**config.mk**
```make
export PLATFORM = sky130hd
export DESIGN_NAME = dual_interval_timer_unit
export DESIGN_NICKNAME = d
export VERILOG_FILES = /design/src/rtl/core/dit_pkg.sv /design/src/rtl/core/dit_timer.sv /design/src/rtl/core/dual_interval_timer_unit.sv
export SDC_FILE = /design/constraint.sdc
export NUM_CORES = 1
export LEC_CHECK = 0
export ABC_AREA = 1
export BUFFER_PORTS_ARGS = -buffer_cell sky130_fd_sc_hd__buf_4
export CAP_MARGIN = 0
export CORE_MARGIN = 10
export CORE_UTILIZATION = 35
export CTS_BUF_LIST = sky130_fd_sc_hd__clkbuf_2 sky130_fd_sc_hd__clkbuf_4 sky130_fd_sc_hd__clkbuf_8
export DETAILED_ROUTE_END_ITERATION = 7
export PLACE_DENSITY = 0.51
export REMOVE_ABC_BUFFERS = 1
export SYNTH_ARGS = -nofsm -noshare
export SYNTH_HDL_FRONTEND = slang
export SYNTH_SLANG_ARGS = --single-unit
```
**constraint.sdc**
```tcl
create_clock -name clk_i -period 5.6 [get_ports clk_i]
set_input_delay 1.68 -clock clk_i [delete_from_list [all_inputs] [get_ports clk_i]]
set_output_delay 1.68 -clock clk_i [all_outputs]
set_load 0.05 [all_outputs]
```
**src/rtl/core/dit_pkg.sv**
```systemverilog
// Shared types and constants for the dual interval timer unit.
// Depends on nothing; used by dit_timer and dual_interval_timer_unit.
`timescale 1ns / 1ps

package dit_pkg;

  // Item kinds carried in the action field. Code three is unused and changes nothing.
  typedef enum logic [1:0] {
    ACT_TICK  = 2'd0,
    ACT_READ  = 2'd1,
    ACT_WRITE = 2'd2
  } dit_action_e;

  // Register numbers within one timer unit.
  localparam logic [3:0] REG_TA_LO = 4'd4;
  localparam logic [3:0] REG_TA_HI = 4'd5;
  localparam logic [3:0] REG_TB_LO = 4'd6;
  localparam logic [3:0] REG_TB_HI = 4'd7;
  localparam logic [3:0] REG_ICR   = 4'd13;
  localparam logic [3:0] REG_CRA   = 4'd14;
  localparam logic [3:0] REG_CRB   = 4'd15;

  // Control register bits.
  localparam int unsigned CTL_EN_BIT      = 0;
  localparam int unsigned CTL_ONESHOT_BIT = 3;
  localparam int unsigned CTL_LOAD_BIT    = 4;
  localparam int unsigned CTL_ASRC_BIT    = 5;

  // Timer B count source codes (control bits 6:5).
  localparam logic [1:0] BSRC_TICK = 2'b00;
  localparam logic [1:0] BSRC_TA   = 2'b10;

  // Interrupt register layout.
  localparam int unsigned FLAG_W      = 5;
  localparam int unsigned FLAG_TA_BIT = 0;
  localparam int unsigned FLAG_TB_BIT = 1;
  localparam int unsigned ICR_SET_BIT = 7;

  // One decoded item as seen by a single timer unit.
  typedef struct packed {
    logic       tick;
    logic       rd;
    logic       wr;
    logic [3:0] addr;
    logic [7:0] wdata;
  } dit_req_t;

  // Input item fields held in the input register.
  typedef struct packed {
    logic [7:0] write_data;
    logic [3:0] reg_addr;
    logic       unit;
    logic [1:0] action;
  } dit_item_t;

endpackage

```
**src/rtl/core/dit_timer.sv**
```systemverilog
// One timer unit: sixteen byte registers, timers A and B with reload latches,
// interrupt flags and mask. Depends on dit_pkg.
`timescale 1ns / 1ps

module dit_timer (
  input  logic              clk_i,
  input  logic              rst_ni,
  input  dit_pkg::dit_req_t req_i,
  output logic [7:0]        rdata_o,
  output logic              line_o
);

  logic [7:0]  regs_q [16];
  logic [7:0]  regs_d [16];
  logic [15:0] cnt_a_q, cnt_a_d, cnt_b_q, cnt_b_d;
  logic [15:0] latch_a_q, latch_a_d, latch_b_q, latch_b_d;
  logic [dit_pkg::FLAG_W-1:0] flags_q, flags_d, mask_q, mask_d;

  logic [7:0]  ctl_a, ctl_b;
  logic [15:0] a_dec, b_dec;
  logic        a_run, a_under, b_run;
  logic [7:0]  wval;

  assign ctl_a   = regs_q[dit_pkg::REG_CRA];
  assign ctl_b   = regs_q[dit_pkg::REG_CRB];
  assign a_dec   = cnt_a_q - 16'd1;
  assign b_dec   = cnt_b_q - 16'd1;
  assign a_run   = ctl_a[dit_pkg::CTL_EN_BIT] && !ctl_a[dit_pkg::CTL_ASRC_BIT];
  assign a_under = a_run && (a_dec == 16'd0);
  assign b_run   = ctl_b[dit_pkg::CTL_EN_BIT] &&
                   ((ctl_b[6:5] == dit_pkg::BSRC_TICK) ||
                    ((ctl_b[6:5] == dit_pkg::BSRC_TA) && a_under));

  always_comb begin
    regs_d    = regs_q;
    cnt_a_d   = cnt_a_q;
    cnt_b_d   = cnt_b_q;
    latch_a_d = latch_a_q;
    latch_b_d = latch_b_q;
    flags_d   = flags_q;
    mask_d    = mask_q;
    rdata_o   = 8'd0;
    wval      = req_i.wdata;

    if (req_i.tick) begin
      if (a_run) begin
        cnt_a_d = a_dec;
        if (a_under) begin
          flags_d[dit_pkg::FLAG_TA_BIT] = 1'b1;
          if (ctl_a[dit_pkg::CTL_ONESHOT_BIT]) begin
            regs_d[dit_pkg::REG_CRA][dit_pkg::CTL_EN_BIT] = 1'b0;
          end
          cnt_a_d = latch_a_q;
        end
      end
      if (b_run) begin
        cnt_b_d = b_dec;
        if (b_dec == 16'd0) begin
          flags_d[dit_pkg::FLAG_TB_BIT] = 1'b1;
          if (ctl_b[dit_pkg::CTL_ONESHOT_BIT]) begin
            regs_d[dit_pkg::REG_CRB][dit_pkg::CTL_EN_BIT] = 1'b0;
          end
          cnt_b_d = latch_b_q;
        end
      end
    end

    if (req_i.rd) begin
      unique case (req_i.addr)
        dit_pkg::REG_TA_LO: rdata_o = cnt_a_q[7:0];
        dit_pkg::REG_TA_HI: rdata_o = cnt_a_q[15:8];
        dit_pkg::REG_TB_LO: rdata_o = cnt_b_q[7:0];
        dit_pkg::REG_TB_HI: rdata_o = cnt_b_q[15:8];
        dit_pkg::REG_ICR: begin
          rdata_o = {|(flags_q & mask_q), 2'b00, flags_q};
          flags_d = '0;
        end
        default: rdata_o = regs_q[req_i.addr];
      endcase
    end

    if (req_i.wr) begin
      unique case (req_i.addr)
        dit_pkg::REG_TA_LO: latch_a_d[7:0]  = req_i.wdata;
        dit_pkg::REG_TA_HI: latch_a_d[15:8] = req_i.wdata;
        dit_pkg::REG_TB_LO: latch_b_d[7:0]  = req_i.wdata;
        dit_pkg::REG_TB_HI: latch_b_d[15:8] = req_i.wdata;
        dit_pkg::REG_ICR: begin
          if (req_i.wdata[dit_pkg::ICR_SET_BIT]) begin
            mask_d = mask_q | req_i.wdata[dit_pkg::FLAG_W-1:0];
          end else begin
            mask_d = mask_q & ~req_i.wdata[dit_pkg::FLAG_W-1:0];
          end
        end
        dit_pkg::REG_CRA: begin
          if (req_i.wdata[dit_pkg::CTL_LOAD_BIT]) begin
            cnt_a_d = latch_a_q;
            wval[dit_pkg::CTL_LOAD_BIT] = 1'b0;
          end
        end
        dit_pkg::REG_CRB: begin
          if (req_i.wdata[dit_pkg::CTL_LOAD_BIT]) begin
            cnt_b_d = latch_b_q;
            wval[dit_pkg::CTL_LOAD_BIT] = 1'b0;
          end
        end
        default: ;
      endcase
      regs_d[req_i.addr] = wval;
    end
  end

  // Interrupt line as it stands after the current item.
  assign line_o = |(flags_d & mask_d);

  always_ff @(posedge clk_i or negedge rst_ni) begin
    if (!rst_ni) begin
      for (int i = 0; i < 16; i++) begin
        regs_q[i] <= 8'd0;
      end
      cnt_a_q   <= '0;
      cnt_b_q   <= '0;
      latch_a_q <= '0;
      latch_b_q <= '0;
      flags_q   <= '0;
      mask_q    <= '0;
    end else begin
      regs_q    <= regs_d;
      cnt_a_q   <= cnt_a_d;
      cnt_b_q   <= cnt_b_d;
      latch_a_q <= latch_a_d;
      latch_b_q <= latch_b_d;
      flags_q   <= flags_d;
      mask_q    <= mask_d;
    end
  end

endmodule

```
**src/rtl/core/dual_interval_timer_unit.sv**
```systemverilog
// Top level of the dual interval timer unit: input register, two timer units
// and the result register. Depends on dit_pkg and dit_timer.
`timescale 1ns / 1ps

// Usage:
// The block holds two timer units, unit 0 and unit 1, each with sixteen byte
// registers, two 16-bit down counters with reload latches and an interrupt
// flag/mask pair. Every transfer on the slave stream is one item: a tick that
// steps both units, a register read, or a register write. For every item the
// master stream delivers exactly one result carrying the read byte (zero for
// ticks and writes) and the irq and nmi levels as they stand after the item.
// An accepted item sits in the input register, where the unit logic works on
// it against the current state; when it advances, the state is updated and
// the result is registered together. One item per cycle is sustained while
// the receiver keeps up: the input register frees itself whenever the
// result register is empty or being emptied.
// If the receiver stalls, the result register holds its transfer and the
// input register holds at most one further item, then tready drops.
// Reset clears all registers, counters, latches, flags and masks to zero and
// empties both pipeline registers.

module dual_interval_timer_unit (
  input  logic        clk_i,
  input  logic        rst_ni,
  input  logic        s_axis_tvalid,
  output logic        s_axis_tready,
  // Fields from bit 0 up: action[1:0], unit[2], reg_addr[6:3],
  // write_data[14:7], zero pad[15].
  input  logic [15:0] s_axis_tdata,
  output logic        m_axis_tvalid,
  input  logic        m_axis_tready,
  // Fields from bit 0 up: read_data[7:0], irq_line[8], nmi_line[9],
  // zero pad[15:10].
  output logic [15:0] m_axis_tdata
);

  dit_pkg::dit_item_t item_q;
  logic               in_valid_q;
  logic               out_valid_q;
  logic [15:0]        out_data_q;
  logic               advance;

  logic               is_tick, is_read, is_write;
  dit_pkg::dit_req_t  req [2];
  logic [7:0]         rdata [2];
  logic [1:0]         line;
  logic [7:0]         read_data;

  // The item in the input register completes when the result slot is free.
  assign advance       = in_valid_q && (!out_valid_q || m_axis_tready);
  assign s_axis_tready = !in_valid_q || advance;

  always_ff @(posedge clk_i or negedge rst_ni) begin
    if (!rst_ni) begin
      in_valid_q <= 1'b0;
    end else if (s_axis_tready) begin
      in_valid_q <= s_axis_tvalid;
    end
  end

  always_ff @(posedge clk_i) begin
    if (s_axis_tready && s_axis_tvalid) begin
      item_q <= s_axis_tdata[14:0];
    end
  end

  // Decode the item kind; code three does nothing.
  always_comb begin
    is_tick  = 1'b0;
    is_read  = 1'b0;
    is_write = 1'b0;
    unique case (item_q.action)
      dit_pkg::ACT_TICK:  is_tick  = 1'b1;
      dit_pkg::ACT_READ:  is_read  = 1'b1;
      dit_pkg::ACT_WRITE: is_write = 1'b1;
      default: ;
    endcase
  end

  for (genvar u = 0; u < 2; u++) begin : g_unit
    logic sel;
    assign sel = (item_q.unit == 1'(u));
    assign req[u].tick  = advance && is_tick;
    assign req[u].rd    = advance && is_read && sel;
    assign req[u].wr    = advance && is_write && sel;
    assign req[u].addr  = item_q.reg_addr;
    assign req[u].wdata = item_q.write_data;

    dit_timer u_timer (
      .clk_i   (clk_i),
      .rst_ni  (rst_ni),
      .req_i   (req[u]),
      .rdata_o (rdata[u]),
      .line_o  (line[u])
    );
  end

  // Only the addressed unit drives a nonzero byte.
  assign read_data = rdata[0] | rdata[1];

  always_ff @(posedge clk_i or negedge rst_ni) begin
    if (!rst_ni) begin
      out_valid_q <= 1'b0;
    end else if (advance) begin
      out_valid_q <= 1'b1;
    end else if (m_axis_tready) begin
      out_valid_q <= 1'b0;
    end
  end

  always_ff @(posedge clk_i) begin
    if (advance) begin
      out_data_q <= {6'd0, line[1], line[0], read_data};
    end
  end

  assign m_axis_tvalid = out_valid_q;
  assign m_axis_tdata  = out_data_q;

  // A stalled result keeps a waiting item in the input register.
  a_hold_item : assert property (@(posedge clk_i) disable iff (!rst_ni)
    (out_valid_q && !m_axis_tready && in_valid_q) |=> in_valid_q)
    else $error("input item lost while result stalled");

  // Only reads return a nonzero byte.
  a_zero_data : assert property (@(posedge clk_i) disable iff (!rst_ni)
    (advance && !is_read) |=> (m_axis_tdata[7:0] == 8'd0))
    else $error("nonzero read_data on a non-read item");

  // Reading the interrupt register of unit 0 clears its flags, so irq drops.
  a_icr_clear : assert property (@(posedge clk_i) disable iff (!rst_ni)
    (advance && is_read && !item_q.unit && item_q.reg_addr == dit_pkg::REG_ICR)
      |=> !m_axis_tdata[8])
    else $error("irq still high after interrupt register read");

endmodule
```
=== Word-level counts from Yosys, hierarchy flattened ===
Cells that the tools add are included.

* Output and inout bits: 18
* Register bits after elaboration: 431
* Input bits: 20
* Logic and storage cells: 219

* $lt $le $gt $ge: 2
* Eq/ne operators: 11
* Bitwise gates (word level): 12
* Reductions and logical operators: 47
* Add/subtract/negate cells: 4
* Mux-type cells: 84

{| class="wikitable"
|+ Operator list
! operator !! number
|-
| $mux 16 || 24
|-
| $bwmux 128 || 2
|-
| $pmux 8 s5 || 2
|-
| $bmux 8 s4 || 2
|-
| $logic_not 16->1 || 4
|-
| $sub 16x1->16 const B || 4
|-
| $mux 8 || 7
|-
| $mux 5 || 10
|-
| $demux 8 s4 || 1
|-
| $mux 1 || 32
|-
| $and 5x5->5 || 6
|-
| $reduce_or 5->1 || 4
|-
| $logic_and 1x1->1 || 18
|-
| $mux 9 || 2
|-
| $eq 4x3->1 const B || 4
|-
| $reduce_and 2->1 || 8
|-
| $eq 4x4->1 const B || 3
|-
| $or 5x5->5 || 2
|-
| $or 8x8->8 || 1
|-
| $eq 2x2->1 const B || 3
|-
| $logic_not 2->1 || 3
|-
| $ge 5x5->1 const B || 1
|-
| $lt 5x1->1 const B || 1
|-
| $not 4->5 || 1
|-
| 8 further kinds || 15
|}

=== Depth between registers and ports, before layout ===
* Depth in word-level cells: 12
* Mapped depth: 18
* Depth with buffers taken out: 18

=== Cells and area by module ===
A second synthesis with hierarchy kept.

* Cells, all modules: 2458
* Area, all modules: 19068.3 µm²

{| class="wikitable"
|+ Modules (own cells, without submodules)
! module !! cells each !! instances !! sequential area each (µm²) !! area each (µm²)
|-
| dit_timer (g_unit[0].u_timer) || 1204 || 1 || 4254.1 || 9059.9
|-
| dit_timer (g_unit[1].u_timer) || 1190 || 1 || 4254.1 || 9014.9
|-
| dual_interval_timer_unit || 64 || 1 || 800.8 || 993.5
|}

=== Least setup slack after synthesis ===
Ideal clock, no wire load.

* Path kind: input port to output port
* From: input port m_axis_tready
* To: output port s_axis_tready
* Data required time: 3920 ps
* Setup slack: 1780 ps
* Buffers on the path: 0
* Data arrival time: 2140 ps
* Cell stages on the path: 2
* Cell sequence: inv_1 nand3_1

* Cells in the longest elaborated chain, start to end: 3

{| class="wikitable"
|+ RTL lines
! item !! RTL line !! text
|-
| from (decl) || dual_interval_timer_unit.sv:31 || <nowiki>input logic m_axis_tready,</nowiki>
|-
| $logic_or 1x1->1 || dual_interval_timer_unit.sv:50 || <nowiki>assign advance = in_valid_q && (!out_valid_q || m_axis_tready);</nowiki>
|-
| $logic_and 1x1->1 || dual_interval_timer_unit.sv:50 ||
|-
| $logic_or 1x1->1 || dual_interval_timer_unit.sv:51 || <nowiki>assign s_axis_tready = !in_valid_q || advance;</nowiki>
|-
| to (decl) || dual_interval_timer_unit.sv:26 || <nowiki>output logic s_axis_tready,</nowiki>
|}

Every way passes these cells.

=== Worst setup path in the final report ===
* From: register item_q[5] (netlist name)
* To: register out_data_q[7], in the netlist m_axis_tdata[7] (data pin)

* Cells in the longest elaborated chain, start to end: 7
* Elaborated cells between the ends (all ways): 17
* Classes of those cells: eq/ne: 5; mux: 10; bitwise: 2

{| class="wikitable"
|+ RTL lines
! item !! RTL line !! text
|-
| from (decl) || dual_interval_timer_unit.sv:37 || <nowiki>dit_pkg::dit_item_t item_q;</nowiki>
|-
| from (signal assigned) || dual_interval_timer_unit.sv:63 || <nowiki>item_q <= s_axis_tdata[14:0];</nowiki>
|-
| $not 4->5 (not written as such) || dit_timer.sv:78 || <nowiki>default: rdata_o = regs_q[req_i.addr];</nowiki>
|-
| $bmux 8 s4 || dit_timer.sv:78 ||
|-
| $mux 8 (not written as such) (2 in series) || dit_timer.sv:78 ||
|-
| $pmux 8 s5 || dit_timer.sv:69 || <nowiki>unique case (req_i.addr)</nowiki>
|-
| $mux 8 || dit_timer.sv:68 || <nowiki>if (req_i.rd) begin</nowiki>
|-
| $or 8x8->8 * || dual_interval_timer_unit.sv:99 || <nowiki>assign read_data = rdata[0] | rdata[1];</nowiki>
|-
| via read_data[7] || dual_interval_timer_unit.sv:47 || <nowiki>logic [7:0] read_data;</nowiki>
|-
| to (signal assigned) || dual_interval_timer_unit.sv:113 || <nowiki>out_data_q <= {6'd0, line[1], line[0], read_data};</nowiki>
|-
| to (decl) || dual_interval_timer_unit.sv:40 || <nowiki>logic [15:0] out_data_q;</nowiki>
|}

Mark *: on every way through the listed nets, which the timed path passes. The rest lies on a longest branch. The select of a mux whose other input is x is not followed.
A chain may end at the register's enable or synchronous reset.

==> results.md <==
| Item | Value | Unit |
|:---|:---|:---|
| Half-perimeter wire length of the detailed placement result | 41.98 | mm |
| Count of final setup violators | 0 | - |
| Clock tree sinks | 367 | - |
| Setup Buffers After CTS | 0 | - |
| H-Tree Depth | 3 | - |
| Die boundary height | 251.9 | um |
| Number of vias per cell after detailed routing | 5.341 | - |
| Total congestion overflow after global routing | 0 | - |
| Clock skew | 0.03994 | ns |
| Wire length reported by the detailed router | 62.80 | mm |
| Final cycle utilization of the critical path | 72.09 | % |
| Highest-delay cell along the critical path | sky130_fd_sc_hd__nand2_1 | - |
| Leak | 0.009777 | uW |
| Arrival time of the worst setup path | 4.35 | ns |
| Buffers from clock root to sink, at most | 3 | - |
| Fin Hold WS | 0.4569 | ns |
| Number of max-cap violations | 0 | - |
| Number of DRC violations after detailed-routing iteration 0 | 1,577 | - |
| Total negative slack for setup checks | 0 | ns |
| Max-slew violation count | 0 | - |
| Power density relative to cell area | 357.1 | nW/um^2 |
| Mean area per synthesized cell | 7.719 | sq um |
| Initial standard-cell utilization of the core | 35.61 | % |
| Worst VDD drop | 0.1922 | mV |
| Synthesized flop and latch total | 367 | - |
| Number of warnings issued by yosys | 0 | - |
| Cell variety after synth | 48 | - |
| Cells traversed along the worst timing path | nand2_1 > inv_1 > nand2_1 > nand2_1 > o21ai_0 > nor4_1 > o21ai_0 | - |
| Maximum fanout encountered on the critical timing path | 16 | - |
| Part of the Yosys area used for sequential elements | 49.45 | % |
| Total routing resource utilization after global routing | 19.68 | % |
| Leading register cell type out of synthesis | sky130_fd_sc_hd__dfrtp_1 | - |
| Fillcell total | 5,446 | - |
| Width of the chip | 251.9 | um |
| Number of synthesized flops with an enable pin | 25 | - |
| Final cell area excluding filler cells | 21,010 | sq um |
| Cell type with the highest aggregate area in the netlist | sky130_fd_sc_hd__dfrtp_1 | - |
| Async set or reset register ratio after synthesis | 93.19 | % |
| Number of nets in the layout | 2,473 | - |
| Combined flip-flop and latch cell area | 9309 | sq um |
| Highest clock frequency the design can meet | 247.7 | MHz |
| Root Buffer | sky130_fd_sc_hd__clkbuf_8 | - |
| Final cell utilization of the core | 39.74 | % |
| Top cell type's share of synthesized area | 45.46 | % |
| Clk Latency, worst-skew pair | 0.65 | ns |
| Number of buffers added to fix hold violations after cts | 0 | - |
| I/O pins | 38 | - |
| Antenna cells | 0 | - |
| Netlist area before placement | 18,830 | sq um |
| Placed cell area | 19,610 | sq um |
| Status | finished, final reports clean | - |
| Most common cell on crit path | sky130_fd_sc_hd__nand2_1 | - |
| Crit path max-delay family | simple AND/OR/NAND/NOR gates | - |
| Inserted Clock Buffers | 69 | - |
| Vias in the first global route | 16.16k | - |
| Iteration count of the initial detailed-routing pass | 5 | - |
| Cell types with the largest area share after synthesis | sky130_fd_sc_hd__dfrtp_1 (45%), sky130_fd_sc_hd__nand2_1 (14%), sky130_fd_sc_hd__o21ai_0 (8.5%), sky130_fd_sc_hd__inv_1 (4.1%), sky130_fd_sc_hd__edfxtp_1 (4.0%) | - |
| Measured slew at the worst slew-check pin | 0.9947 | ns |
| RSZ-0062 raised after global routing | false | - |
| Layout Area Growth over Synthesis | 11.59 | % |
| Post-route ant nets | 0 | - |
| Layout cell share with drive strength beyond 1 | 10.06 | % |
| Port Buffers | 30 | - |
| Global-route wire length before repair | 97.03 | mm |
| Post-route DRC violation count | 0 | - |
| Full die area | 63,460 | sq um |
| Std cell rows | 84 | - |
| Slew Limit Headroom | 33.44 | % |
| Placer's final routability congestion estimate | 0.9092 | - |
| Critical path startpoint category | register | - |
| Classification of the worst setup path | reg -> reg | - |
| HP Class | reg -> reg | - |
| Sort of element at the end of the critical path | register | - |
| Critical path buffer and inverter count | 1 | - |
| Cts repair resizes | 0 | - |
| Antenna violations before repair | 3 | - |
| Area taken by multi-input logic gates | 8155 | sq um |
| Vias after detailed routing | 17.01k | - |
| Synthesized netlist cell count | 2,439 | - |
| CTS tree | done | - |
| Delay of the slowest cell on the worst path | 0.67 | ns |
| Core area | 52,870 | sq um |
| Pin count of the biggest net entering global routing | 91 | - |
| Post-DR wirelength/cell | 19.72 | um |
| Clock slew at reported path FFs | 0.06 | ns |
| Final number of hold-violating endpoints | 0 | - |
| Required time worst endpoint | 5.91 | ns |
| Tmin final | 4.037 | ns |
-- per-layer routing --
metal / share of wire [%] / vias to the layer above / track usage [%]
li1: - / 8087 / -
met1: 46 / 8216 / 27.08
met2: 44 / 595 / 30.30
met3: 7.4 / 106 / 4.215
met4: 2.2 / 2 / 6.457
met5: 0.021 / - / 0
-- placed cells by master, fill, tap and decap left out, types with 8 or more instances in the layout --
cell	netlist	routed
sky130_fd_sc_hd__a21oi_1	19	19
sky130_fd_sc_hd__buf_4	12	51
sky130_fd_sc_hd__clkbuf_4	0	20
sky130_fd_sc_hd__clkbuf_8	0	81
sky130_fd_sc_hd__clkinv_2	0	11
sky130_fd_sc_hd__dfrtp_1	342	342
sky130_fd_sc_hd__edfxtp_1	25	25
sky130_fd_sc_hd__ha_1	8	8
sky130_fd_sc_hd__inv_1	208	204
sky130_fd_sc_hd__inv_2	16	18
sky130_fd_sc_hd__nand2_1	727	726
sky130_fd_sc_hd__nand3_1	126	126
sky130_fd_sc_hd__nand4_1	47	47
sky130_fd_sc_hd__nor2_1	194	194
sky130_fd_sc_hd__nor2_2	17	17
sky130_fd_sc_hd__nor2_4	10	10
sky130_fd_sc_hd__nor3_1	14	13
sky130_fd_sc_hd__o211ai_1	22	22
sky130_fd_sc_hd__o21ai_0	318	317
sky130_fd_sc_hd__o21ai_1	16	17
sky130_fd_sc_hd__o22ai_1	114	114
sky130_fd_sc_hd__or2_2	19	19
-- power breakdown --
group / switching (uW) / leakage (uW) / internal [uW]
sequential: 270 / 0.00473 / 2980
combinational: 1080 / 0.00430 / 494
clock: 1210 / 0.000745 / 1460
-- sequential cells by signal, summed over array words and instances, names as in the netlist --
register	flops
m_axis_tdata	10
g_unit.u_timer.cnt_b_q	32
m_axis_tvalid	1
g_unit.u_timer.ctl_a	16
g_unit.u_timer.flags_q	10
g_unit.u_timer.cnt_a_q	32
item_q	14
g_unit.u_timer.regs_q	187
g_unit.sel	1
g_unit.u_timer.latch_b_q	19
g_unit.u_timer.mask_q	10
in_valid_q	1
g_unit.u_timer.ctl_b	16
g_unit.u_timer.latch_a_q	18
-- layout make-up --
type	instances	share of cell area, %
Sequential cell	367	44.31
Multi-Input combinational cell	1727	38.82
Clock buffer	101	6.021
Tap cell	688	4.098
Inverter	226	4.038
Timing Repair Buffer	54	2.085
Clock inverter	21	0.6254
-- tightest hold or removal path, cell delays in order (launching register included) --
cell and delay [ns]:
sky130_fd_sc_hd__dfrtp_1 0.35, sky130_fd_sc_hd__nand2_1 0.06, sky130_fd_sc_hd__nand2_1 0.05
-- synthesized netlist by cell type (3+ instances only) --
cell type                  count
sky130_fd_sc_hd__xnor2_1       3
sky130_fd_sc_hd__a32oi_1       5
sky130_fd_sc_hd__a211oi_1      4
sky130_fd_sc_hd__dfrtp_1     342
sky130_fd_sc_hd__nand2_1     727
sky130_fd_sc_hd__a41oi_1       5
sky130_fd_sc_hd__inv_2        16
sky130_fd_sc_hd__inv_1       208
sky130_fd_sc_hd__nand2_4       4
sky130_fd_sc_hd__buf_2        11
sky130_fd_sc_hd__o21ai_0     318
sky130_fd_sc_hd__nand4_1      47
sky130_fd_sc_hd__o221ai_1      7
sky130_fd_sc_hd__nand3b_1      4
sky130_fd_sc_hd__xor2_1        3
sky130_fd_sc_hd__nor2_1      194
sky130_fd_sc_hd__nor2_4       10
sky130_fd_sc_hd__ha_1          8
sky130_fd_sc_hd__nor2_2       17
sky130_fd_sc_hd__and2_1        3
sky130_fd_sc_hd__clkbuf_1     94
sky130_fd_sc_hd__a21oi_1      19
sky130_fd_sc_hd__o31ai_1       5
sky130_fd_sc_hd__buf_4        12
sky130_fd_sc_hd__edfxtp_1     25
sky130_fd_sc_hd__o21ai_1      16
sky130_fd_sc_hd__nand2_2       3
sky130_fd_sc_hd__o211ai_1     22
sky130_fd_sc_hd__or2_0         5
sky130_fd_sc_hd__or2_2        19
sky130_fd_sc_hd__buf_1         5
sky130_fd_sc_hd__o22ai_1     114
sky130_fd_sc_hd__a221oi_1      4
sky130_fd_sc_hd__nand3_1     126
sky130_fd_sc_hd__nor3_1       14
-- stage by stage --
| stage | std cells | setup slack, ns | total power, uW |
|---|---|---|---|
| 4_1_cts | 3184 | 1.651 | 7567 |
| 3_5_place_dp | 3062 | 0.9858 | 4853 |
| 2_1_floorplan | 2320 | -0.7584 | 4296 |
| 3_3_place_gp | 3062 | 1.071 | 4833 |
| 5_1_grt | 3184 | 1.287 | 7944 |
| 6_report | 3184 | 1.563 | 7501 |
-- logic make-up (layout without fill, tap and decap cells) --
group                      Yosys count  after routing  synth area share, %
buffers and inverters              350            402                7.371
and+or+nand+nor                   1179           1179                26.61
adders and majority gates            8              8               0.5317
other                                1              6              0.01992
AOI/OAI and AO/OA                  528            528                15.74
DFF                                367            367                49.45
xor gates and xnor gates             6              6               0.2792
-- worst paths after layout --
kind / from / to / slack [ns] / cells past startpoint
min: g_unit[0].u_timer.latch_a_q[7] / g_unit[0].u_timer.cnt_a_q[7] / 0.46 / 2
max reg2reg: item_q[5] / m_axis_tdata[7] / 1.56 / 7
min reg2reg: g_unit[0].u_timer.latch_a_q[7] / g_unit[0].u_timer.cnt_a_q[7] / 0.46 / 2
max in group asynchronous: rst_ni / in_valid_q / 3.40 / 2
max: item_q[5] / m_axis_tdata[7] / 1.56 / 7
min in group asynchronous: rst_ni / g_unit[0].u_timer.cnt_a_q[14] / 1.07 / 1
(Power assumes the default switching activity.)
